File: src/hw/rtl/i2cmbe_pkg.sv
`timescale 1ns / 1ps
// ----------------------------------------------------------------------------
// i2cmbe_pkg
// Shared types and constants of the I2C master bit engine: buffer geometry,
// command codes, the one-hot phase encoding and the stage payload structs.
// ----------------------------------------------------------------------------
package i2cmbe_pkg;

   // Byte buffer geometry. Index registers can hold the depth itself.
   localparam int BufDepth = 16;
   localparam int AddrW    = (BufDepth > 1) ? $clog2(BufDepth) : 1;
   localparam int IdxW     = $clog2(BufDepth + 1);
   localparam int PendW    = 5;
   localparam int WideW    = (IdxW > 5) ? IdxW : 5;

   // Command codes carried in the op field of a request.
   localparam logic [2:0] OP_TICK   = 3'd0;
   localparam logic [2:0] OP_OPEN_W = 3'd1;
   localparam logic [2:0] OP_PUSH   = 3'd2;
   localparam logic [2:0] OP_LAUNCH = 3'd3;
   localparam logic [2:0] OP_READ   = 3'd4;
   localparam logic [2:0] OP_POP    = 3'd5;

   typedef enum logic [13:0] {
      PH_IDLE   = 14'h0001,
      PH_S_SDA  = 14'h0002,
      PH_S_SCL  = 14'h0004,
      PH_W_SET  = 14'h0008,
      PH_W_HIGH = 14'h0010,
      PH_A_SET  = 14'h0020,
      PH_A_HIGH = 14'h0040,
      PH_R_LOW  = 14'h0080,
      PH_R_HIGH = 14'h0100,
      PH_K_SET  = 14'h0200,
      PH_K_HIGH = 14'h0400,
      PH_P_LOW  = 14'h0800,
      PH_P_SCL  = 14'h1000,
      PH_P_SDA  = 14'h2000
   } phase_type;

   typedef struct packed {
      logic [2:0] op;
      logic [6:0] dev_addr;
      logic [7:0] wr_byte;
      logic [3:0] rd_count;
      logic       sda_sense;
      logic       scl_sense;
   } req_type;

   typedef struct packed {
      logic             scl_level;
      logic             sda_level;
      logic             sda_drive;
      logic             busy_res;
      logic             got_nack;
      logic [7:0]       pop_byte;
      logic [PendW-1:0] pending;
   } rsp_type;

endpackage

File: src/hw/rtl/i2cmbe_req_stage.sv
`timescale 1ns / 1ps
// ----------------------------------------------------------------------------
// i2cmbe_req_stage
// Input register: captures one request and holds it until the core takes it.
// ----------------------------------------------------------------------------
module i2cmbe_req_stage
   import i2cmbe_pkg::*;
(
   input  logic    clock,
   input  logic    reset,
   input  logic    req_valid,
   output logic    req_ready,
   input  req_type req_data,
   input  logic    advance,
   output logic    stage_valid,
   output req_type stage_data
);

   logic    vld_ff;
   logic    vld_in;
   req_type data_ff;

   // The stage frees up whenever its request moves on to the core.
   assign req_ready = !vld_ff || advance;
   assign vld_in    = req_ready ? req_valid : vld_ff;

   always_ff @(posedge clock) begin
      if (reset) begin
         vld_ff <= 1'b0;
      end else begin
         vld_ff <= vld_in;
      end
   end

   always_ff @(posedge clock) begin
      if (req_ready && req_valid) begin
         data_ff <= req_data;
      end
   end

   assign stage_valid = vld_ff;
   assign stage_data  = data_ff;

endmodule

File: src/hw/rtl/i2cmbe_core.sv
`timescale 1ns / 1ps
// ----------------------------------------------------------------------------
// i2cmbe_core
// Bus sequencer and byte buffer. Processes one request per cycle while fire
// is high, and yields the result fields computed from the updated state.
// ----------------------------------------------------------------------------
module i2cmbe_core
   import i2cmbe_pkg::*;
(
   input  logic    clock,
   input  logic    reset,
   input  logic    fire,
   input  req_type req,
   output rsp_type rsp
);

   phase_type        phase_ff, phase_in;
   logic [2:0]       bit_ff, bit_in;
   logic [7:0]       shift_ff, shift_in;
   logic [IdxW-1:0]  fill_ff, fill_in;
   logic [IdxW-1:0]  drain_ff, drain_in;
   logic [IdxW-1:0]  rend_ff, rend_in;
   logic             is_read_ff, is_read_in;
   logic             nack_ff, nack_in;
   logic             scl_ff, scl_in;
   logic             sda_ff, sda_in;
   logic             drv_ff, drv_in;

   logic [7:0]       store [BufDepth];
   logic             store_we;
   logic [AddrW-1:0] store_waddr;
   logic [7:0]       store_wdata;

   logic [7:0]       rd_data;
   logic             drain_ok;
   logic             fill_ok;
   logic [7:0]       popped;
   logic [7:0]       rx_byte;
   logic [2:0]       bit_inc;
   logic             last_byte;
   logic [WideW-1:0] cnt_wide;
   logic             pin_scl, pin_sda, pin_drv;
   logic [IdxW-1:0]  pend_raw;

   assign drain_ok  = drain_ff < IdxW'(BufDepth);
   assign fill_ok   = fill_ff < IdxW'(BufDepth);
   assign rd_data   = drain_ok ? store[drain_ff[AddrW-1:0]] : 8'h00;
   assign rx_byte   = {shift_ff[6:0], req.sda_sense};
   assign bit_inc   = bit_ff + 3'd1;
   assign last_byte = fill_ff >= rend_ff;
   assign cnt_wide  = WideW'(req.rd_count) + WideW'(1);

   always_comb begin
      phase_in    = phase_ff;
      bit_in      = bit_ff;
      shift_in    = shift_ff;
      fill_in     = fill_ff;
      drain_in    = drain_ff;
      rend_in     = rend_ff;
      is_read_in  = is_read_ff;
      nack_in     = nack_ff;
      pin_scl     = scl_ff;
      pin_sda     = sda_ff;
      pin_drv     = drv_ff;
      store_we    = 1'b0;
      store_waddr = fill_ff[AddrW-1:0];
      store_wdata = req.wr_byte;
      popped      = 8'h00;

      if (fire) begin
         if (req.op == OP_TICK) begin
            unique case (phase_ff)
               PH_IDLE: begin
                  pin_scl = 1'b1; pin_sda = 1'b1; pin_drv = 1'b1;
               end
               PH_S_SDA: begin
                  pin_scl = 1'b1; pin_sda = 1'b0; pin_drv = 1'b1;
                  phase_in = PH_S_SCL;
               end
               PH_S_SCL: begin
                  pin_scl = 1'b0; pin_sda = 1'b0; pin_drv = 1'b1;
                  shift_in = rd_data;
                  drain_in = drain_ff + IdxW'(1);
                  bit_in   = 3'd0;
                  phase_in = PH_W_SET;
               end
               PH_W_SET: begin
                  pin_scl = 1'b0; pin_sda = shift_ff[7]; pin_drv = 1'b1;
                  phase_in = PH_W_HIGH;
               end
               PH_W_HIGH: begin
                  pin_scl = 1'b1; pin_sda = shift_ff[7]; pin_drv = 1'b1;
                  // A slave holding SCL low stretches this step.
                  if (req.scl_sense) begin
                     shift_in = {shift_ff[6:0], 1'b0};
                     bit_in   = bit_inc;
                     phase_in = (bit_inc == 3'd0) ? PH_A_SET : PH_W_SET;
                  end
               end
               PH_A_SET: begin
                  pin_scl = 1'b0; pin_sda = 1'b0; pin_drv = 1'b0;
                  phase_in = PH_A_HIGH;
               end
               PH_A_HIGH: begin
                  pin_scl = 1'b1; pin_sda = 1'b0; pin_drv = 1'b0;
                  nack_in = req.sda_sense;
                  if (req.sda_sense) begin
                     phase_in = PH_P_LOW;
                  end else if (is_read_ff) begin
                     bit_in   = 3'd0;
                     shift_in = 8'h00;
                     phase_in = (fill_ff < rend_ff) ? PH_R_LOW : PH_P_LOW;
                  end else if (drain_ff < fill_ff) begin
                     shift_in = rd_data;
                     drain_in = drain_ff + IdxW'(1);
                     bit_in   = 3'd0;
                     phase_in = PH_W_SET;
                  end else begin
                     phase_in = PH_P_LOW;
                  end
               end
               PH_R_LOW: begin
                  pin_scl = 1'b0; pin_sda = 1'b0; pin_drv = 1'b0;
                  phase_in = PH_R_HIGH;
               end
               PH_R_HIGH: begin
                  pin_scl = 1'b1; pin_sda = 1'b0; pin_drv = 1'b0;
                  shift_in = rx_byte;
                  bit_in   = bit_inc;
                  if (bit_inc == 3'd0) begin
                     if (fill_ok) begin
                        store_we    = 1'b1;
                        store_wdata = rx_byte;
                        fill_in     = fill_ff + IdxW'(1);
                     end
                     phase_in = PH_K_SET;
                  end else begin
                     phase_in = PH_R_LOW;
                  end
               end
               PH_K_SET: begin
                  // The final byte of a read is answered with NACK.
                  pin_scl = 1'b0; pin_sda = last_byte; pin_drv = 1'b1;
                  phase_in = PH_K_HIGH;
               end
               PH_K_HIGH: begin
                  pin_scl = 1'b1; pin_sda = last_byte; pin_drv = 1'b1;
                  bit_in   = 3'd0;
                  shift_in = 8'h00;
                  phase_in = last_byte ? PH_P_LOW : PH_R_LOW;
               end
               PH_P_LOW: begin
                  pin_scl = 1'b0; pin_sda = 1'b0; pin_drv = 1'b1;
                  phase_in = PH_P_SCL;
               end
               PH_P_SCL: begin
                  pin_scl = 1'b1; pin_sda = 1'b0; pin_drv = 1'b1;
                  phase_in = PH_P_SDA;
               end
               PH_P_SDA: begin
                  pin_scl = 1'b1; pin_sda = 1'b1; pin_drv = 1'b1;
                  phase_in = PH_IDLE;
               end
               default: begin
                  pin_scl = 1'b1; pin_sda = 1'b1; pin_drv = 1'b1;
                  phase_in = PH_IDLE;
               end
            endcase
         end else if (phase_ff == PH_IDLE) begin
            unique case (req.op)
               OP_OPEN_W: begin
                  store_we    = 1'b1;
                  store_waddr = '0;
                  store_wdata = {req.dev_addr, 1'b0};
                  fill_in     = IdxW'(1);
                  drain_in    = '0;
                  is_read_in  = 1'b0;
               end
               OP_PUSH: begin
                  if (fill_ok) begin
                     store_we = 1'b1;
                     fill_in  = fill_ff + IdxW'(1);
                  end
               end
               OP_LAUNCH: begin
                  if (fill_ff != '0) begin
                     is_read_in = 1'b0;
                     nack_in    = 1'b0;
                     drain_in   = '0;
                     phase_in   = PH_S_SDA;
                  end
               end
               OP_READ: begin
                  rend_in = (cnt_wide > WideW'(BufDepth)) ? IdxW'(BufDepth)
                                                          : IdxW'(cnt_wide);
                  store_we    = 1'b1;
                  store_waddr = '0;
                  store_wdata = {req.dev_addr, 1'b1};
                  fill_in     = IdxW'(1);
                  drain_in    = '0;
                  is_read_in  = 1'b1;
                  nack_in     = 1'b0;
                  phase_in    = PH_S_SDA;
               end
               OP_POP: begin
                  if ((drain_ff < fill_ff) && drain_ok) begin
                     popped   = rd_data;
                     drain_in = drain_ff + IdxW'(1);
                  end
               end
               default: begin
               end
            endcase
         end
      end
   end

   assign scl_in   = pin_scl;
   assign drv_in   = pin_drv;
   assign sda_in   = pin_drv & pin_sda;
   assign pend_raw = fill_in - drain_in;

   always_ff @(posedge clock) begin
      if (reset) begin
         phase_ff   <= PH_IDLE;
         bit_ff     <= 3'd0;
         shift_ff   <= 8'h00;
         fill_ff    <= '0;
         drain_ff   <= '0;
         rend_ff    <= '0;
         is_read_ff <= 1'b0;
         nack_ff    <= 1'b0;
         scl_ff     <= 1'b1;
         sda_ff     <= 1'b1;
         drv_ff     <= 1'b1;
      end else begin
         phase_ff   <= phase_in;
         bit_ff     <= bit_in;
         shift_ff   <= shift_in;
         fill_ff    <= fill_in;
         drain_ff   <= drain_in;
         rend_ff    <= rend_in;
         is_read_ff <= is_read_in;
         nack_ff    <= nack_in;
         scl_ff     <= scl_in;
         sda_ff     <= sda_in;
         drv_ff     <= drv_in;
      end
   end

   always_ff @(posedge clock) begin
      if (store_we) begin
         store[store_waddr] <= store_wdata;
      end
   end

   always_comb begin
      rsp.scl_level = scl_in;
      rsp.sda_level = sda_in;
      rsp.sda_drive = drv_in;
      rsp.busy_res  = phase_in != PH_IDLE;
      rsp.got_nack  = nack_in;
      rsp.pop_byte  = popped;
      rsp.pending   = PendW'(pend_raw);
   end

endmodule

File: src/hw/rtl/i2cmbe_rsp_stage.sv
`timescale 1ns / 1ps
// ----------------------------------------------------------------------------
// i2cmbe_rsp_stage
// Output register: holds one result until the consumer takes it.
// ----------------------------------------------------------------------------
module i2cmbe_rsp_stage
   import i2cmbe_pkg::*;
(
   input  logic    clock,
   input  logic    reset,
   input  logic    in_valid,
   input  rsp_type in_data,
   output logic    advance,
   output logic    rsp_valid,
   input  logic    rsp_ready,
   output rsp_type rsp_data
);

   logic    vld_ff;
   logic    vld_in;
   rsp_type data_ff;

   assign advance = !vld_ff || rsp_ready;
   assign vld_in  = advance ? in_valid : vld_ff;

   always_ff @(posedge clock) begin
      if (reset) begin
         vld_ff <= 1'b0;
      end else begin
         vld_ff <= vld_in;
      end
   end

   always_ff @(posedge clock) begin
      if (advance && in_valid) begin
         data_ff <= in_data;
      end
   end

   assign rsp_valid = vld_ff;
   assign rsp_data  = data_ff;

endmodule

File: src/hw/rtl/i2c_master_bit_engine_unit.sv
`timescale 1ns / 1ps
// ----------------------------------------------------------------------------
// i2c_master_bit_engine_unit
// I2C master with a byte buffer; each tick request steps the SCL/SDA pins.
// ----------------------------------------------------------------------------
//  Channel  Direction  Handshake            Contents
//  req_*    in         req_valid/req_ready  op, dev_addr, wr_byte, rd_count,
//                                           sda_sense, scl_sense
//  rsp_*    out        rsp_valid/rsp_ready  pin drive, busy, nack, pop_byte,
//                                           pending
//
//  One request per cycle while the output is not stalled; a request is
//  registered in the input stage, its result in the output stage, where it
//  can be taken. Sequencer and buffer update at the edge that registers it.
//  Synchronous reset returns the bus to released and empties the buffer.
//  A stalled result holds the pipeline; req_ready stays high while the
//  output register is empty or being drained.
// ----------------------------------------------------------------------------
module i2c_master_bit_engine_unit
   import i2cmbe_pkg::*;
(
   input  logic             clock,
   input  logic             reset,
   input  logic             req_valid,
   output logic             req_ready,
   input  logic [2:0]       req_op,
   input  logic [6:0]       req_dev_addr,
   input  logic [7:0]       req_wr_byte,
   input  logic [3:0]       req_rd_count,
   input  logic             req_sda_sense,
   input  logic             req_scl_sense,
   output logic             rsp_valid,
   input  logic             rsp_ready,
   output logic             rsp_scl_level,
   output logic             rsp_sda_level,
   output logic             rsp_sda_drive,
   output logic             rsp_busy_res,
   output logic             rsp_got_nack,
   output logic [7:0]       rsp_pop_byte,
   output logic [PendW-1:0] rsp_pending
);

   req_type req_data;
   req_type stage_data;
   logic    stage_valid;
   logic    advance;
   logic    fire;
   rsp_type core_rsp;
   rsp_type out_data;

   always_comb begin
      req_data.op        = req_op;
      req_data.dev_addr  = req_dev_addr;
      req_data.wr_byte   = req_wr_byte;
      req_data.rd_count  = req_rd_count;
      req_data.sda_sense = req_sda_sense;
      req_data.scl_sense = req_scl_sense;
   end

   assign fire = stage_valid && advance;

   i2cmbe_req_stage u_req_stage (
      .clock       (clock),
      .reset       (reset),
      .req_valid   (req_valid),
      .req_ready   (req_ready),
      .req_data    (req_data),
      .advance     (advance),
      .stage_valid (stage_valid),
      .stage_data  (stage_data)
   );

   i2cmbe_core u_core (
      .clock (clock),
      .reset (reset),
      .fire  (fire),
      .req   (stage_data),
      .rsp   (core_rsp)
   );

   i2cmbe_rsp_stage u_rsp_stage (
      .clock     (clock),
      .reset     (reset),
      .in_valid  (stage_valid),
      .in_data   (core_rsp),
      .advance   (advance),
      .rsp_valid (rsp_valid),
      .rsp_ready (rsp_ready),
      .rsp_data  (out_data)
   );

   assign rsp_scl_level = out_data.scl_level;
   assign rsp_sda_level = out_data.sda_level;
   assign rsp_sda_drive = out_data.sda_drive;
   assign rsp_busy_res  = out_data.busy_res;
   assign rsp_got_nack  = out_data.got_nack;
   assign rsp_pop_byte  = out_data.pop_byte;
   assign rsp_pending   = out_data.pending;

endmodule

File: config.mk
export PLATFORM = sky130hd
export DESIGN_NAME = i2c_master_bit_engine_unit
export DESIGN_NICKNAME = d
export VERILOG_FILES = /design/src/hw/rtl/i2cmbe_pkg.sv /design/src/hw/rtl/i2cmbe_req_stage.sv /design/src/hw/rtl/i2cmbe_core.sv /design/src/hw/rtl/i2cmbe_rsp_stage.sv /design/src/hw/rtl/i2c_master_bit_engine_unit.sv
export SDC_FILE = /design/constraint.sdc
export NUM_CORES = 1
export LEC_CHECK = 0
export ABC_AREA = 0
export BUFFER_PORTS_ARGS = -buffer_cell sky130_fd_sc_hd__buf_2
export CORE_ASPECT_RATIO = 0.75
export CORE_MARGIN = 2
export CORE_UTILIZATION = 60
export DETAILED_ROUTE_END_ITERATION = 6
export PLACE_DENSITY = 0.75
export REMOVE_ABC_BUFFERS = 1
export SETUP_SLACK_MARGIN = 0.5
export SYNTH_ARGS = -nofsm -noshare
export SYNTH_HDL_FRONTEND = slang
export SYNTH_HIERARCHICAL = 1
export SYNTH_SLANG_ARGS = --single-unit
File: constraint.sdc
create_clock -name clock -period 6.5 [get_ports clock]
set_input_delay 0.325 -clock clock [delete_from_list [all_inputs] [get_ports clock]]
set_output_delay 0.325 -clock clock [all_outputs]
set_load 0.1 [all_outputs]
==> impl.org <==
** Place
- The HPWL after detailed placement is 17100 microns.
- Buffers on Ports :: 47
- Routability-driven placement finished with a final weighted congestion of 1.011.

** Floorplan
- Core ar. :: 16120 sq um
- For this design the top-level I/O count stands at 48.
- Initial cell density of the core :: 0.6166
- Die boundary height :: 115.5 microns
- The floorplan step defined a die boundary enclosing 17620 sq um.
- After floorplanning, the core was divided into 40 placement rows.
- Die X-Extent :: 152.6 microns

** Detailed routing
- After detailed routing, the total wire length is 24500 microns.
- For this run, design rule violations remaining after detail routing come to 0.
- Mean routed wirelength per cell :: 23.62 microns
- Antenna-violating nets left :: 0
- In this run, the number of DRC markers left after iteration 0 of detailed routing was 774.
- For this run, the detailed router's first-pass iteration total came to 7.
- Summing over every cut layer, the via total after detailed routing is 6766.
- Using the TritonRoute via totals, the vias-per-cell ratio works out to 6.525.

** Timing
- Derived from the worst setup path, the maximum achievable clock frequency is 222.3 MHz.
- Setup violations remaining at the end of the flow were counted as 0.
- After layout, the minimum clock period comes to 4498 ps.
- On the final layout, the worst hold slack is 8.617 ps.
- Setup repair after global routing left no endpoint under its margin.
- Slew Viols, Final :: 0
- Between clock sinks in the finished design, the worst skew comes to 22.88 ps.
- Setup total negative slack on the finished layout was measured at 0 ps.
- The total count of hold-check failures in the final report was 0.
- Tightest slew margin relative to the limit :: 0.2124
- Of the available clock period, the critical path in the final layout requires 0.6919.
- Transition time of the tightest slew-check pin :: 1165 ps

** Job
- Total of max-cap violations :: 0

** Logic synthesis
- Yosys mapped the design onto 75 distinct sky130hd cell types.
- Yosys warns :: 6
- In the synthesized netlist, the number of instances is 759.
- Flop and latch count out of synthesis :: 217
- The mapped netlist covers 9937 sq um.
- Sequential area share after synthesis :: 0.6084
- The synthesized design contains 170 enable-type register cells.
- Average instance area after synthesis :: 13.09 sq um
- For this run, asynchronously set or reset flops after synthesis account for 0.
- Prevailing post-synth register cell :: sky130_fd_sc_hd__edfxtp_1

** Cells and area
- Fill cell instance count of the final layout :: 1121
- Leaving out fill and tap cells, the most frequent cell in the layout is sky130_fd_sc_hd__edfxtp_1.
- Commonest cells after routing, fill and taps aside :: sky130_fd_sc_hd__edfxtp_1 (170), sky130_fd_sc_hd__nor2_1 (78), sky130_fd_sc_hd__nand2_1 (56)
- In the final layout, the multi-input gates occupy 3608 sq um.
- Fraction of final layout cells sized beyond drive strength 1 :: 0.1814
- Ant diodes :: 0
- Synth-to-layout area growth :: 12.41%
- Summing all flip-flop and latch instances after layout gives 6047 sq um.
- Count of nets after finishing :: 861

** CTS
- Clock root buffer :: sky130_fd_sc_hd__clkbuf_16
- Once the clock tree was built, the resizer swapped 0 gates to a different size.
- In this run the number of H-tree levels came out at 1.
- Clock latency on the worst-skew pair, taken at its later pin, is 510 ps.
- Maximum count of clock buffers along a single path :: 3
- Post-CTS setup buffer count :: 0
- Number of buffers inserted by hold repair at cts :: 21
- Register clock-pin slew on the reported worst setup and hold paths :: 70 ps
- The tree built by TritonCTS fans out to 217 sinks.
- The number of clock buffers added by TritonCTS is 21.
- CTS tree :: yes

** Setup path
- Crit path largest cell delay :: 940 ps
- The worst setup path is captured at a flop.
- Critical path's most frequent cell :: sky130_fd_sc_hd__xnor2_1
- CP Buf/Inv Count :: 1
- Category of the most critical setup path :: reg -> reg
- On the critical path, the stage with the largest delay is an instance of sky130_fd_sc_hd__nor4_1.
- Of all nets on the critical path, the largest fanout is 8.
- Critical Path AT :: 4740 ps
- Top delay family on crit path :: compound AO/OA/AOI/OAI gates
- Required time of the critical path :: 6740 ps
- Worst-path cell chain :: nor4_1, nand4_1, a2111oi_0, o21ai_0, a211oi_1, ha_1, inv_1, fa_1, a21o_1, a21oi_1, xnor2_1, xnor2_1
- Startpoint kind of the worst setup timing path :: flop

** Global routing
- Maximum number of pins on one net before global-route repair :: 46
- The total overflow left after global routing is 0.
- The initial antenna violation count is 0.
- Vias in the first global route :: 6567
- First-pass GRT wire length :: 38140 microns
- For this run, the total global-route usage over all layers was measured as 0.2834.

** Power
- Total power for the finished layout comes to 3.051 mW.
- Power spread over the standard cell area amounts to 273.2 nW/um^2.
- Largest vdd supply drop :: 0.2544 mV
- Summed over all cells, the static leakage comes to 3.824 nW.

** Status
- Result of the run :: finished clean

** Hold path
- Type of the most critical hold path :: in -> reg
==> area by class of cell <==
cell class	instances	area share
clock inverters	13	0.01310
well taps	210	0.02352
multi-input cells	478	0.3230
flip-flops and latches	217	0.5413
clock buffers	25	0.04839
repair buffers	74	0.04391
inverters	20	0.006720
==> synth_stat cells (all sizes together) (12+ instances only) <==
cell type | n | area (sq um)
nor3 | 19 | 105.1
edfxtp | 170 | 5105
a21oi | 37 | 192.7
a22oi | 12 | 90.09
inv | 20 | 75.07
dfxtp | 47 | 940.9
nor2 | 78 | 292.8
clkbuf | 26 | 98.84
mux4 | 40 | 900.9
o21ai | 24 | 120.1
nand3 | 19 | 95.09
nand2 | 57 | 216.5
ha | 20 | 250.2
buf | 18 | 108.9
nand2b | 13 | 96.35
==> cell families (layout without fill, tap and decap cells) <==
group | after synthesis | count (layout) | synth area share
AO/OA/AOI/OAI | 130 | 130 | 0.08852
XOR/XNOR | 13 | 13 | 0.01146
adder cells (fa/ha/maj) | 22 | 22 | 0.02833
buffers and inverters | 64 | 132 | 0.02846
flip-flops | 217 | 217 | 0.6084
multiplexers | 42 | 42 | 0.09267
AND/OR/NAND/NOR | 271 | 271 | 0.1422
==> stage by stage <==
step                      cells  utilization  instance area (sq um)  setup WS (ps)
after global placement      978       0.6375                  10270           2351
after CTS                  1037       0.6932                  11170           2128
after global routing       1037       0.6932                  11170           1653
after floorplan             715            -                   9729           2309
after detailed placement    978       0.6375                  10270           2167
final                      1037       0.6932                  11170           2002
==> sequential cells by signal, summed over array words and instances (netlist names), 3 cells and up <==
signal / flops
u_core/store: 128
u_req_stage/stage_data: 24
u_rsp_stage/rsp_data: 18
u_core/phase_ff: 14
u_core/shift_ff: 8
u_core/drain_ff: 5
u_core/fill_ff: 5
u_core/rend_ff: 5
u_core/bit_ff: 3
==> routing by layer <==
layer	global-route usage	vias up	routed length, microns
met2	0.4132	412	10340
met3	0.08639	26	3093
met5	0	-	0
met4	0.04938	0	325
li1	-	3013	-
met1	0.4336	3315	10740
==> worst paths after layout <==
check                     startpoint                    endpoint  slack (ps)  cells past startpoint
setup reg to reg  u_core/phase_ff[1]     u_rsp_stage/rsp_data[4]        2000                     12
hold / removal             req_op[2]  u_req_stage/stage_data[23]           9                      1
hold reg to reg    u_core/rend_ff[2]           u_core/rend_ff[2]         460                      2
setup / recovery  u_core/phase_ff[1]     u_rsp_stage/rsp_data[4]        2000                     12
==> power breakdown <==
group / switching, mW / total (mW) / internal (mW)
Clock: 0.513 / 1.23 / 0.716
Combinational: 0.187 / 0.274 / 0.0869
Sequential: 0.0199 / 1.55 / 1.53
Total: 0.720 / 3.05 / 2.33
Note: power is estimated with default switching activity, not from simulation.
